===== config.mk =====
export PLATFORM = sky130hd
export DESIGN_NAME = kruskal_mst_engine
export DESIGN_NICKNAME = d
export VERILOG_FILES = /design/src/rtl/kms_pkg.sv /design/src/rtl/kms_edge_ram.sv /design/src/rtl/kruskal_mst_engine.sv
export SDC_FILE = /design/constraint.sdc
export NUM_CORES = 2
export LEC_CHECK = 0
export BUFFER_PORTS_ARGS = -buffer_cell sky130_fd_sc_hd__clkbuf_2
export CORE_MARGIN = 10
export CORE_UTILIZATION = 39
export CTS_CLUSTER_DIAMETER = 150
export DETAILED_ROUTE_END_ITERATION = 6
export GPL_TIMING_DRIVEN = 1
export PLACE_DENSITY_LB_ADDON = 0.15
export SYNTH_ARGS = -nofsm -noshare
export SYNTH_HDL_FRONTEND = slang
export SYNTH_SLANG_ARGS = --single-unit

===== constraint.sdc =====
create_clock -name i_clk -period 5.3 [get_ports i_clk]
set_clock_uncertainty 0.15 [all_clocks]
set_input_delay 0 -clock i_clk [delete_from_list [all_inputs] [get_ports i_clk]]
set_output_delay 0 -clock i_clk [all_outputs]
set_load 0.02 [all_outputs]

===== src/rtl/kms_pkg.sv =====
// ----------------------------------------------------------------------------
// kms_pkg
// Widths of the stream fields and the configuration word of the spanning tree
// engine.
// ----------------------------------------------------------------------------
package kms_pkg;

    localparam int CFG_W       = 5;   // node count register
    localparam int WEIGHT_W    = 16;  // weight field on both streams
    localparam int NODE_W      = 4;   // edge endpoint fields
    localparam int IN_TDATA_W  = 16;
    localparam int OUT_TDATA_W = 24;  // node_a, node_b, edge_weight

endpackage


===== src/rtl/kms_edge_ram.sv =====
// ----------------------------------------------------------------------------
// kms_edge_ram
// Simple dual-port store for the loaded edge weights: one write port, one
// read port with registered read data.
// ----------------------------------------------------------------------------
module kms_edge_ram #(
    parameter int DEPTH = 120,
    parameter int AW    = 7,
    parameter int DW    = 16
) (
    input  logic          i_clk,
    input  logic          i_we,
    input  logic [AW-1:0] i_waddr,
    input  logic [DW-1:0] i_wdata,
    input  logic [AW-1:0] i_raddr,
    output logic [DW-1:0] o_rdata
);

    logic [DW-1:0] r_mem [DEPTH];
    logic [DW-1:0] r_rdata;

    always_ff @(posedge i_clk) begin
        if (i_we) begin
            r_mem[i_waddr] <= i_wdata;
        end
    end

    always_ff @(posedge i_clk) begin
        r_rdata <= r_mem[i_raddr];
    end

    assign o_rdata = r_rdata;

endmodule


===== src/rtl/kruskal_mst_engine.sv =====
// ----------------------------------------------------------------------------
// kruskal_mst_engine
// Loads the upper triangle of a complete graph's weights, then picks the
// minimum spanning tree edges in ascending (weight, load order) and streams
// them out, the final edge marked with tlast.
//
//   channel   direction  beat contents
//   s_axis    in         tdata[15:0] weight
//   m_axis    out        tdata[3:0] node_a, [7:4] node_b, [23:8] edge_weight;
//                        tlast last_edge
//   cfg       in         i_cfg_wdata node_count, written when i_cfg_we is high
//
// Load takes one beat per cycle. After the last weight the engine drops
// s_axis_tready; each Kruskal step scans every loaded edge through the store's
// single read port, then selects the cheapest candidate, walks the two parent
// chains, decides and, if the roots differ, emits the edge. A stalled m_axis
// holds the sequencer in its emit step. Reset is synchronous; the edge store
// needs no clearing.
// ----------------------------------------------------------------------------
module kruskal_mst_engine #(
    parameter int MAX_NODES   = 16,
    parameter int WEIGHT_BITS = 16
) (
    input  logic                             i_clk,
    input  logic                             i_rst_n,

    input  logic                             s_axis_tvalid,
    output logic                             s_axis_tready,
    input  logic [kms_pkg::IN_TDATA_W-1:0]   s_axis_tdata,   // [15:0] weight

    output logic                             m_axis_tvalid,
    input  logic                             m_axis_tready,
    // [3:0] node_a, [7:4] node_b, [23:8] edge_weight
    output logic [kms_pkg::OUT_TDATA_W-1:0]  m_axis_tdata,
    output logic                             m_axis_tlast,

    input  logic                             i_cfg_we,
    input  logic [kms_pkg::CFG_W-1:0]        i_cfg_wdata
);

    localparam int MAX_EDGES  = MAX_NODES * (MAX_NODES - 1) / 2;
    localparam int AW         = (MAX_EDGES > 1) ? $clog2(MAX_EDGES) : 1;
    localparam int TW         = $clog2(MAX_EDGES + 1);
    localparam int NW         = $clog2(MAX_NODES + 1);
    localparam int IW         = $clog2(MAX_NODES);
    localparam int SW         = (WEIGHT_BITS < kms_pkg::WEIGHT_W) ?
                                WEIGHT_BITS : kms_pkg::WEIGHT_W;
    localparam int CW         = (NW > kms_pkg::CFG_W) ? NW : kms_pkg::CFG_W;
    localparam int RST_NODES  = (MAX_NODES < 16) ? MAX_NODES : 16;
    localparam int RST_TOTAL  = RST_NODES * (RST_NODES - 1) / 2;

    typedef enum logic [2:0] {
        ST_LOAD,
        ST_SCAN,
        ST_SCAN_END,
        ST_SEL,
        ST_FIND_A,
        ST_FIND_B,
        ST_DECIDE,
        ST_EMIT
    } t_state;

    t_state          r_state;

    logic [NW-1:0]   r_nodes;
    logic [TW-1:0]   r_total;
    logic [TW-1:0]   r_load;
    logic [NW-1:0]   r_picked;

    // union-find store
    logic [IW-1:0]   r_parent [MAX_NODES];
    logic [2:0]      r_rank   [MAX_NODES];

    // scan address side
    logic [TW-1:0]   r_scan;
    logic [IW-1:0]   r_sa;
    logic [IW-1:0]   r_sb;
    // scan data side, aligned with the registered read data
    logic            r_rd_vld;
    logic [AW-1:0]   r_rd_idx;
    logic [IW-1:0]   r_rd_a;
    logic [IW-1:0]   r_rd_b;

    logic            r_have;
    logic [SW-1:0]   r_best_w;
    logic [AW-1:0]   r_best_idx;
    logic [IW-1:0]   r_best_a;
    logic [IW-1:0]   r_best_b;

    logic            r_first;
    logic [SW-1:0]   r_prev_w;
    logic [AW-1:0]   r_prev_idx;

    logic [IW-1:0]   r_x;
    logic [IW-1:0]   r_ra;
    logic [IW-1:0]   r_rb;
    logic [2:0]      r_rka;
    logic [2:0]      r_rkb;

    logic                          r_out_vld;
    logic [kms_pkg::NODE_W-1:0]    r_out_a;
    logic [kms_pkg::NODE_W-1:0]    r_out_b;
    logic [kms_pkg::WEIGHT_W-1:0]  r_out_w;
    logic                          r_out_last;

    logic [CW-1:0]   cfg_ext;
    logic [NW-1:0]   n_nodes;
    logic [2*NW-1:0] n_pairs;
    logic [TW-1:0]   n_total;

    logic [SW-1:0]   rd_w;
    logic            ram_we;
    logic            in_beat;
    logic            cand_ok;
    logic            cand_better;
    logic            out_free;
    logic            pick_last;
    logic            scan_wrap;
    logic [IW-1:0]   par_x;

    // clamp the written node count and work out the edge total
    always_comb begin
        cfg_ext = CW'(i_cfg_wdata);
        if (cfg_ext < CW'(2)) begin
            n_nodes = NW'(2);
        end else if (cfg_ext > CW'(MAX_NODES)) begin
            n_nodes = NW'(MAX_NODES);
        end else begin
            n_nodes = NW'(cfg_ext);
        end
        n_pairs = (2*NW)'(n_nodes) * (2*NW)'(n_nodes - NW'(1));
        n_total = TW'(n_pairs >> 1);
    end

    assign in_beat  = s_axis_tvalid && (r_state == ST_LOAD);
    assign ram_we   = in_beat;
    assign out_free = !r_out_vld || m_axis_tready;
    assign pick_last = (NW'(r_picked + NW'(1)) == NW'(r_nodes - NW'(1)));
    assign scan_wrap = (NW'(r_sb) == NW'(r_nodes - NW'(1)));
    assign par_x     = r_parent[r_x];

    kms_edge_ram #(
        .DEPTH (MAX_EDGES),
        .AW    (AW),
        .DW    (SW)
    ) u_edge_ram (
        .i_clk   (i_clk),
        .i_we    (ram_we),
        .i_waddr (r_load[AW-1:0]),
        .i_wdata (s_axis_tdata[SW-1:0]),
        .i_raddr (r_scan[AW-1:0]),
        .o_rdata (rd_w)
    );

    // next edge in (weight, load order) after the last one examined
    assign cand_ok = r_first || (rd_w > r_prev_w) ||
                     ((rd_w == r_prev_w) && (r_rd_idx > r_prev_idx));
    assign cand_better = !r_have || (rd_w < r_best_w);

    always_ff @(posedge i_clk) begin
        if (!i_rst_n) begin
            r_state    <= ST_LOAD;
            r_nodes    <= NW'(RST_NODES);
            r_total    <= TW'(RST_TOTAL);
            r_load     <= '0;
            r_picked   <= '0;
            r_rd_vld   <= 1'b0;
            r_have     <= 1'b0;
            r_first    <= 1'b1;
            r_out_vld  <= 1'b0;
        end else begin
            if (r_out_vld && m_axis_tready) begin
                r_out_vld <= 1'b0;
            end

            if (i_cfg_we) begin
                r_nodes <= n_nodes;
                r_total <= n_total;
                r_load  <= '0;
            end

            r_rd_vld <= 1'b0;
            if (r_rd_vld && cand_ok && cand_better) begin
                r_have     <= 1'b1;
                r_best_w   <= rd_w;
                r_best_idx <= r_rd_idx;
                r_best_a   <= r_rd_a;
                r_best_b   <= r_rd_b;
            end

            case (r_state)
                ST_LOAD: begin
                    if (in_beat) begin
                        if (r_load + TW'(1) == r_total) begin
                            r_load   <= '0;
                            r_picked <= '0;
                            r_first  <= 1'b1;
                            r_have   <= 1'b0;
                            r_scan   <= '0;
                            r_sa     <= '0;
                            r_sb     <= IW'(1);
                            for (int i = 0; i < MAX_NODES; i++) begin
                                r_parent[i] <= IW'(i);
                                r_rank[i]   <= '0;
                            end
                            r_state  <= ST_SCAN;
                        end else begin
                            r_load <= r_load + TW'(1);
                        end
                    end
                end
                ST_SCAN: begin
                    r_rd_vld <= 1'b1;
                    r_rd_idx <= r_scan[AW-1:0];
                    r_rd_a   <= r_sa;
                    r_rd_b   <= r_sb;
                    r_scan   <= r_scan + TW'(1);
                    if (scan_wrap) begin
                        r_sa <= r_sa + IW'(1);
                        r_sb <= r_sa + IW'(2);
                    end else begin
                        r_sb <= r_sb + IW'(1);
                    end
                    if (r_scan == r_total - TW'(1)) begin
                        r_state <= ST_SCAN_END;
                    end
                end
                ST_SCAN_END: begin
                    // last read data is compared this cycle
                    r_state <= ST_SEL;
                end
                ST_SEL: begin
                    r_x     <= r_best_a;
                    r_state <= ST_FIND_A;
                end
                ST_FIND_A: begin
                    if (par_x == r_x) begin
                        r_ra    <= r_x;
                        r_rka   <= r_rank[r_x];
                        r_x     <= r_best_b;
                        r_state <= ST_FIND_B;
                    end else begin
                        r_x <= par_x;
                    end
                end
                ST_FIND_B: begin
                    if (par_x == r_x) begin
                        r_rb    <= r_x;
                        r_rkb   <= r_rank[r_x];
                        r_state <= ST_DECIDE;
                    end else begin
                        r_x <= par_x;
                    end
                end
                ST_DECIDE: begin
                    r_first    <= 1'b0;
                    r_prev_w   <= r_best_w;
                    r_prev_idx <= r_best_idx;
                    if (r_ra != r_rb) begin
                        // union by rank
                        if (r_rka >= r_rkb) begin
                            r_parent[r_rb] <= r_ra;
                            if (r_rka == r_rkb) begin
                                r_rank[r_ra] <= r_rka + 3'd1;
                            end
                        end else begin
                            r_parent[r_ra] <= r_rb;
                        end
                        r_state <= ST_EMIT;
                    end else begin
                        r_have  <= 1'b0;
                        r_scan  <= '0;
                        r_sa    <= '0;
                        r_sb    <= IW'(1);
                        r_state <= ST_SCAN;
                    end
                end
                ST_EMIT: begin
                    // hold until the output register is free
                    if (out_free) begin
                        r_out_vld  <= 1'b1;
                        r_out_a    <= kms_pkg::NODE_W'(r_best_a);
                        r_out_b    <= kms_pkg::NODE_W'(r_best_b);
                        r_out_w    <= kms_pkg::WEIGHT_W'(r_best_w);
                        r_out_last <= pick_last;
                        r_picked   <= r_picked + NW'(1);
                        if (pick_last) begin
                            r_state <= ST_LOAD;
                        end else begin
                            r_have  <= 1'b0;
                            r_scan  <= '0;
                            r_sa    <= '0;
                            r_sb    <= IW'(1);
                            r_state <= ST_SCAN;
                        end
                    end
                end
                default: begin
                    r_state <= ST_LOAD;
                end
            endcase
        end
    end

    assign s_axis_tready = (r_state == ST_LOAD);
    assign m_axis_tvalid = r_out_vld;
    assign m_axis_tdata  = {r_out_w, r_out_b, r_out_a};
    assign m_axis_tlast  = r_out_last;

    a_find_in_range: assert property (@(posedge i_clk) disable iff (!i_rst_n)
        (r_state == ST_FIND_A || r_state == ST_FIND_B) |-> (NW'(r_x) < r_nodes))
        else $error("union-find walk left the node range");

    a_load_below_total: assert property (@(posedge i_clk) disable iff (!i_rst_n)
        r_load < r_total)
        else $error("load counter reached the edge total");

    a_out_from_emit: assert property (@(posedge i_clk) disable iff (!i_rst_n)
        $rose(m_axis_tvalid) |-> $past(r_state == ST_EMIT))
        else $error("output beat raised outside the emit step");

    a_picks_bounded: assert property (@(posedge i_clk) disable iff (!i_rst_n)
        (r_state == ST_EMIT) |-> (NW'(r_picked + NW'(1)) < r_nodes))
        else $error("more edges picked than the tree holds");

endmodule

After elaboration in Yosys (flattened, before gate mapping)
Memory sizes are Yosys's and may differ from the RTL's. A register that Yosys moved wholly into a read port is not among the register bits.
Index checks and enable logic that the tools add are counted.
{ "op_classes": {"n_reduce_logical": 31, "n_mux": 90, "magnitude_cmp": 6, "add_sub_neg": 10, "eq_ne": 25, "n_mul": 1} }
{ "ops": {"columns": ["cell", "n"], "rows": [
  ["two-way mux 4 bit", 21],
  ["two-way mux 7 bit", 9],
  ["two-way mux 1 bit", 39],
  ["one-hot mux 4 bit (4 select lines)", 2],
  ["one-hot mux 7 bit (4 select lines)", 1],
  ["two-way mux 5 bit", 5],
  ["two-way mux 3 bit", 8],
  ["one-hot mux 3 bit (8 select lines)", 1],
  ["equality test 16 bit", 1],
  ["greater-than comparator 16 bit", 1],
  ["less-than comparator 16 bit", 1],
  ["inequality test 2 bit (second input constant)", 8],
  ["AND reduction 3 bit", 5],
  ["adder 7 x 1 -> 7 bit (second input constant)", 2],
  ["equality test 7 bit", 2],
  ["equality test 3 bit (second input constant)", 4],
  ["one-hot mux 4 bit (3 select lines)", 1],
  ["one-hot mux 5 bit (2 select lines)", 1],
  ["adder 4 x 1 -> 4 bit (second input constant)", 2],
  ["multiplier 6 x 6 -> 8 bit", 1],
  ["AND reduction 8 bit", 1],
  ["OR reduction 4 bit", 2],
  ["greater-than comparator 7 bit", 1],
  ["AND reduction 7 bit", 1],
  ["30 further kinds", 43]
]} }
{ "totals": {"reg_bits": 158, "n_memories": 3, "elab_cells": 196, "output_inout_bits": 27, "in_bits": 26, "mem_bits_rw": 2032} }
{ "mem_list": {"columns": ["memory", "depth", "word_bits", "read_ports", "rd_ports_with_merged_regs", "write_ports", "line_no", "rtl"], "rows": [
  ["u_edge_ram.r_mem", 120, 16, 1, 1, 1, "kms_edge_ram.sv:19", "logic [DW-1:0] r_mem [DEPTH];"],
  ["r_parent", 16, 4, 1, 1, 16, "kruskal_mst_engine.sv:71", "logic [IW-1:0] r_parent [MAX_NODES];"],
  ["r_rank", 16, 3, 1, 1, 16, "kruskal_mst_engine.sv:72", "logic [2:0] r_rank [MAX_NODES];"]
]} }

Longest topological paths before layout
{ "logic_depth": {"word_depth": 9, "ltp_mapped": 21, "ltp_nobuf": 21} }

Hierarchy
Synthesis repeated with hierarchy kept, for this count alone.
{ "hier_totals": {"hier_cells": 4586, "hier_area_um2": 88064.5} }
{ "modules_own_cells": {"columns": ["module", "cells_per_inst", "n_inst", "seq_area_each_um2", "area_per_inst_um2"], "rows": [
  ["kms_edge_ram", 3462, 1, 57975.6, 74360.1],
  ["kruskal_mst_engine", 1124, 1, 7877.6, 13704.4]
]} }

Worst setup path before layout
No wires, ideal clock.
{ "synth_path": {"kind": "in2reg", "start": "in i_cfg_wdata[1] (netlist name)", "end": "reg r_total[6]", "setup_ps": 129, "n_path_buf": 0, "slack_ps": 666, "stages": 20, "arrival_ps": 4354, "required_ps": 5021, "path_cell_list": "o311ai_0 inv_1 or3_1 ha_1 nor2_1 ha_1 inv_1 fa_1 inv_1 fa_1 inv_1 fa_1 inv_1 ha_1 a21o_1 a21oi_1 xnor2_1 nand2_1 o21ai_0 nand2_1"} }
{ "synth_between": {"elab_chain_len": 5, "elab_cells_between_ends": 6, "cone_classes": "add/sub (1); mul (1); order compare (2); mux (2)"} }
{ "synth_lines": {"columns": ["item", "line_no", "rtl"], "rows": [
  ["start: declaration", "kruskal_mst_engine.sv:38", "input logic [kms_pkg::CFG_W-1:0] i_cfg_wdata"],
  ["greater-than comparator 5 bit", "kruskal_mst_engine.sv:126", "end else if (cfg_ext > CW'(MAX_NODES)) begin"],
  ["two-way mux 5 bit", "kruskal_mst_engine.sv:126", null],
  ["two-way mux 5 bit (*)", "kruskal_mst_engine.sv:124", "if (cfg_ext < CW'(2)) begin"],
  ["via n_nodes[0]", "kruskal_mst_engine.sv:107", "logic [NW-1:0] n_nodes;"],
  ["subtractor 5 x 1 -> 6 bit", "kruskal_mst_engine.sv:131", "n_pairs = (2*NW)'(n_nodes) * (2*NW)'(n_nodes - NW'(1));"],
  ["multiplier 6 x 6 -> 8 bit (*)", "kruskal_mst_engine.sv:131", null],
  ["end signal: assignment", "kruskal_mst_engine.sv:164", "r_total <= TW'(RST_TOTAL);"],
  ["end signal: assignment", "kruskal_mst_engine.sv:178", "r_total <= n_total;"],
  ["end: declaration", "kruskal_mst_engine.sv:66", "logic [TW-1:0] r_total;"]
]} }
Mark *: on every way through the listed nets, which the timed path passes. The rest lies on a longest branch.
A chain may end at the register's enable or synchronous reset.

Worst setup path after layout
{ "layout_path": {"start": "in i_cfg_wdata[3] (netlist name)", "end": "reg r_total[6]"} }
Same word-level chain as after synthesis.

==> metrics.txt <==
DP Wirelength=133,000 um; status=finished clean; Vias/cell=5.46; post-layout minimum cycle time=around 4.8 ns; Final ANT Viol Nets=0; H-tree depth reported by CTS=4; Fin Hold WS=0.0759 ns; Critical Path Slowest Stage Cell=dlygate4sd3_1; Worst Path Required=a little under 6 ns; Initial Util=39.1%; dpl cells=7,496; Pleak=32.6 nW; DR vias=roughly 44,000; Routed WL per cell=28.1 um; Mapped Cells=~4,500; max-slew violations=0; Die H=between 400 and 500 um; fill count=19,200; CTS buffer count=228; Die ar.=~240,000 um^2; routability cong.=0.773; Worst Path Max Fanout=4; CP Buf/Inv Count=8; Core Region=224,000 um^2; Top FF cell, synth=edfxtp_1; Yosys warning count=0; Slew @ Worst Pin=1.14 ns; Die W=494 um; Row Count=174; Post-synth EDFFs=2,159; most used cell, CP=inv_1; Finished Layout Cells=7,974; initial antenna violation count=12; Area Overhead vs Synth=14.5%; initial DRC count=4,212; Synth cell types=64; sequential share of power=46.3%; endpoint type of the worst setup path=register; switching power total=11.2 mW; Startpoint Class=input pin; area occupied by multi-input gates=20,700 um^2; RSZ-0062 raised after global routing=no; slowest stage delay, CP=0.62 ns; internal power=around 32 mW; final hold violations=0; Clock power frac=37.2%; DR pass1 iterations=7; DR DRC count=0; async set or reset register ratio after synthesis=0%; Reg area=approximately 66,000 um^2; Worst-Skew Late Latency=0.86 ns; # nets final=4,883; Synth Register Bits=between 2,000 and 2,500; layout cells sized above 1=23.2%; total power=about 43 mW; worst path arrival time=5.37 ns; Sw Share=a little over a quarter; period utilisation layout=90.4%; relative slew slack=22.2%; Max-Cap Viols=0; io pins=53; Clk pin slew, worst setup/hold paths=0.06 ns; Crit Path Class=in2reg; delay-heaviest family, CP=adder cells; CTS Buffer Depth=3; final-report setup violation count=0; pin count of the biggest net entering global routing=around 110; global route overflow=0; Hold Crit Class=in2reg; power density cells=426 nW/um^2; worst path cell trace=dlygate4sd3_1 > clkbuf_2 > o311ai_0 > dlygate4sd3_1 > inv_1 > or3_1 > ha_1 > nor2_1 > ha_1 > inv_1 > fa_1 > inv_1 > fa_1 > inv_1 > fa_1 > inv_1 > ha_1 > a21o_1 > a21oi_1 > xnor2_1 > nand2_1 > o21ai_0 > nand2_1; cts repair resizes=0; vias in the first global route=~44,000; total track usage=18.0%; IO Port Bufs=52; syn_area_per_cell=19.6 um^2; Worst VDD drop=0.318 mV; sequential share of the synthesized area=75.0%; TritonCTS clock tree=yes; Mapped Area=just under 90,000 um^2; Routed WL=roughly 220,000 um; first-pass GRT wire length=324,000 um; combinational share of power=between 15 and 20%; setup TNS=0 ns; CTS root buf=clkbuf_16; FMAX=209 MHz; clock sink count=2,210
[synthesized netlist by cell type (22+ instances only)]
library cell / count / area, um^2
a21oi_1: 156 / 781
edfxtp_1: 2159 / 64800
o221ai_1: 60 / 526
o21ai_0: 68 / 340
clkbuf_1: 147 / 552
mux2i_1: 227 / 2270
nand2_1: 189 / 709
xor2_1: 22 / 193
nand3_1: 50 / 250
dfxtp_1: 51 / 1020
mux2_2: 69 / 777
mux2_1: 23 / 259
xnor2_1: 33 / 289
nor2_1: 276 / 1040
mux4_2: 461 / 10400
o22ai_1: 65 / 407
ha_1: 69 / 863
o21ai_1: 28 / 140
buf_2: 53 / 265
nor2b_1: 23 / 144
inv_1: 72 / 270
[flip-flops by register name, indices dropped and copies added (netlist names), 7 cells and up, named ones only]
register	cells
u_edge_ram.r_mem	1920
r_parent	64
r_rank	48
r_best_w	16
r_out_w	16
r_prev_w	16
u_edge_ram.o_rdata	16
r_best_idx	7
r_load	7
r_prev_idx	7
r_rd_idx	7
r_scan	7
r_total	7
[timing repair]
item,4_1_cts,5_1_grt
setup buffers,0,0
hold buffers,43,0
endpoints found under the hold margin,1017,0
[area by class of cell]
cell class	instances	share of cell area, %
clock buffers	294	6.11
repair buffers	294	2.45
inverters	73	0.273
flip-flops and latches	2210	65.5
multi-input cells	1970	20.6
diodes	10	0.0249
well taps	2992	3.72
clock inverters	131	1.29
[layer usage]
| metal | GRT usage, % | wire (um) | vias up |
|---|---|---|---|
| li1 | - | - | 18800 |
| met1 | 26.9 | 104000 | 23300 |
| met2 | 27.9 | 104000 | 1124 |
| met3 | 2.94 | 11700 | 241 |
| met4 | 4.12 | 4170 | 0 |
| met5 | 0 | 0 | - |
[stage by stage]
step / setup WS [ns] / utilization, % / cell area [um^2]
4_1_cts: 0.535 / 44.8 / 100000
2_1_floorplan: 0.666 / - / 87800
3_5_place_dp: 0.673 / 41.3 / 92600
5_1_grt: 0.142 / 44.8 / 100000
6_report: 0.509 / 44.8 / 101000
3_3_place_gp: 0.486 / 41.3 / 92600
[worst register-to-register path: stages, from the launching register on]
cell     delay (ns)
dfxtp_1        0.37
or2_1          0.27
nor2_1         0.31
nand2_1        0.17
nor2_1         0.49
nand3_1        0.88
buf_4          0.52
nor2_2         0.54
buf_4          0.33
[cell families (layout without fill, tap and decap cells)]
family / after synthesis / after routing / share of synthesized area [%]
AOI/OAI and AO/OA: 440 / 440 / 3.09
and+or+nand+nor: 610 / 610 / 2.95
xor gates and xnor gates: 56 / 56 / 0.575
buffers and inverters: 310 / 792 / 1.52
muxes: 780 / 780 / 15.6
other: 2 / 14 / 0.00856
DFF: 2210 / 2210 / 75.0
adders and majority gates: 80 / 80 / 1.23
[power by group through the flow]
stage	clock, mW	combinational (mW)	sequential (mW)
3_5_place_dp	0	7.14	20.2
2_1_floorplan	0	4.51	19.9
6_report	15.9	7.06	19.8
4_1_cts	16.3	7.19	19.8
5_1_grt	17.0	7.54	19.8
3_3_place_gp	0	7.12	20.2
[worst paths after layout]
check                   start                       end  slack [ns]  cells after the start
min reg2reg         r_rd_b[0]               r_best_b[0]        0.27                      0
max reg2reg        r_state[1]   u_edge_ram.r_mem[46][6]        0.96                      8
min          s_axis_tdata[12]  u_edge_ram.r_mem[49][12]        0.08                      2
max            i_cfg_wdata[3]                r_total[6]        0.51                     23
[cells in the final DEF, fill, tap and decap left out, types with 8 or more instances in the layout]
cell type	instances
o221ai_1	60
clkinv_2	48
xor2_1	22
nor2_1	250
a21oi_1	153
clkbuf_2	36
nor3_1	15
buf_12	19
clkbuf_8	10
mux2_1	23
o22ai_1	65
diode_2	10
clkinv_1	47
nand3_1	50
ha_1	69
edfxtp_1	2159
nand2b_1	8
inv_1	72
nor2b_1	23
mux2i_1	225
bufinv_16	23
mux4_2	461
dlygate4sd3_1	42
o21ai_0	68
fa_1	11
a21o_1	16
o21ai_1	28
clkbuf_16	232
dfxtp_1	51
clkbuf_1	52
nand4_1	12
xnor2_1	32
buf_4	197
nor2_2	24
and2_1	12
nand2_1	187
mux2_2	69
Note: power is estimated with default switching activity, not from simulation.
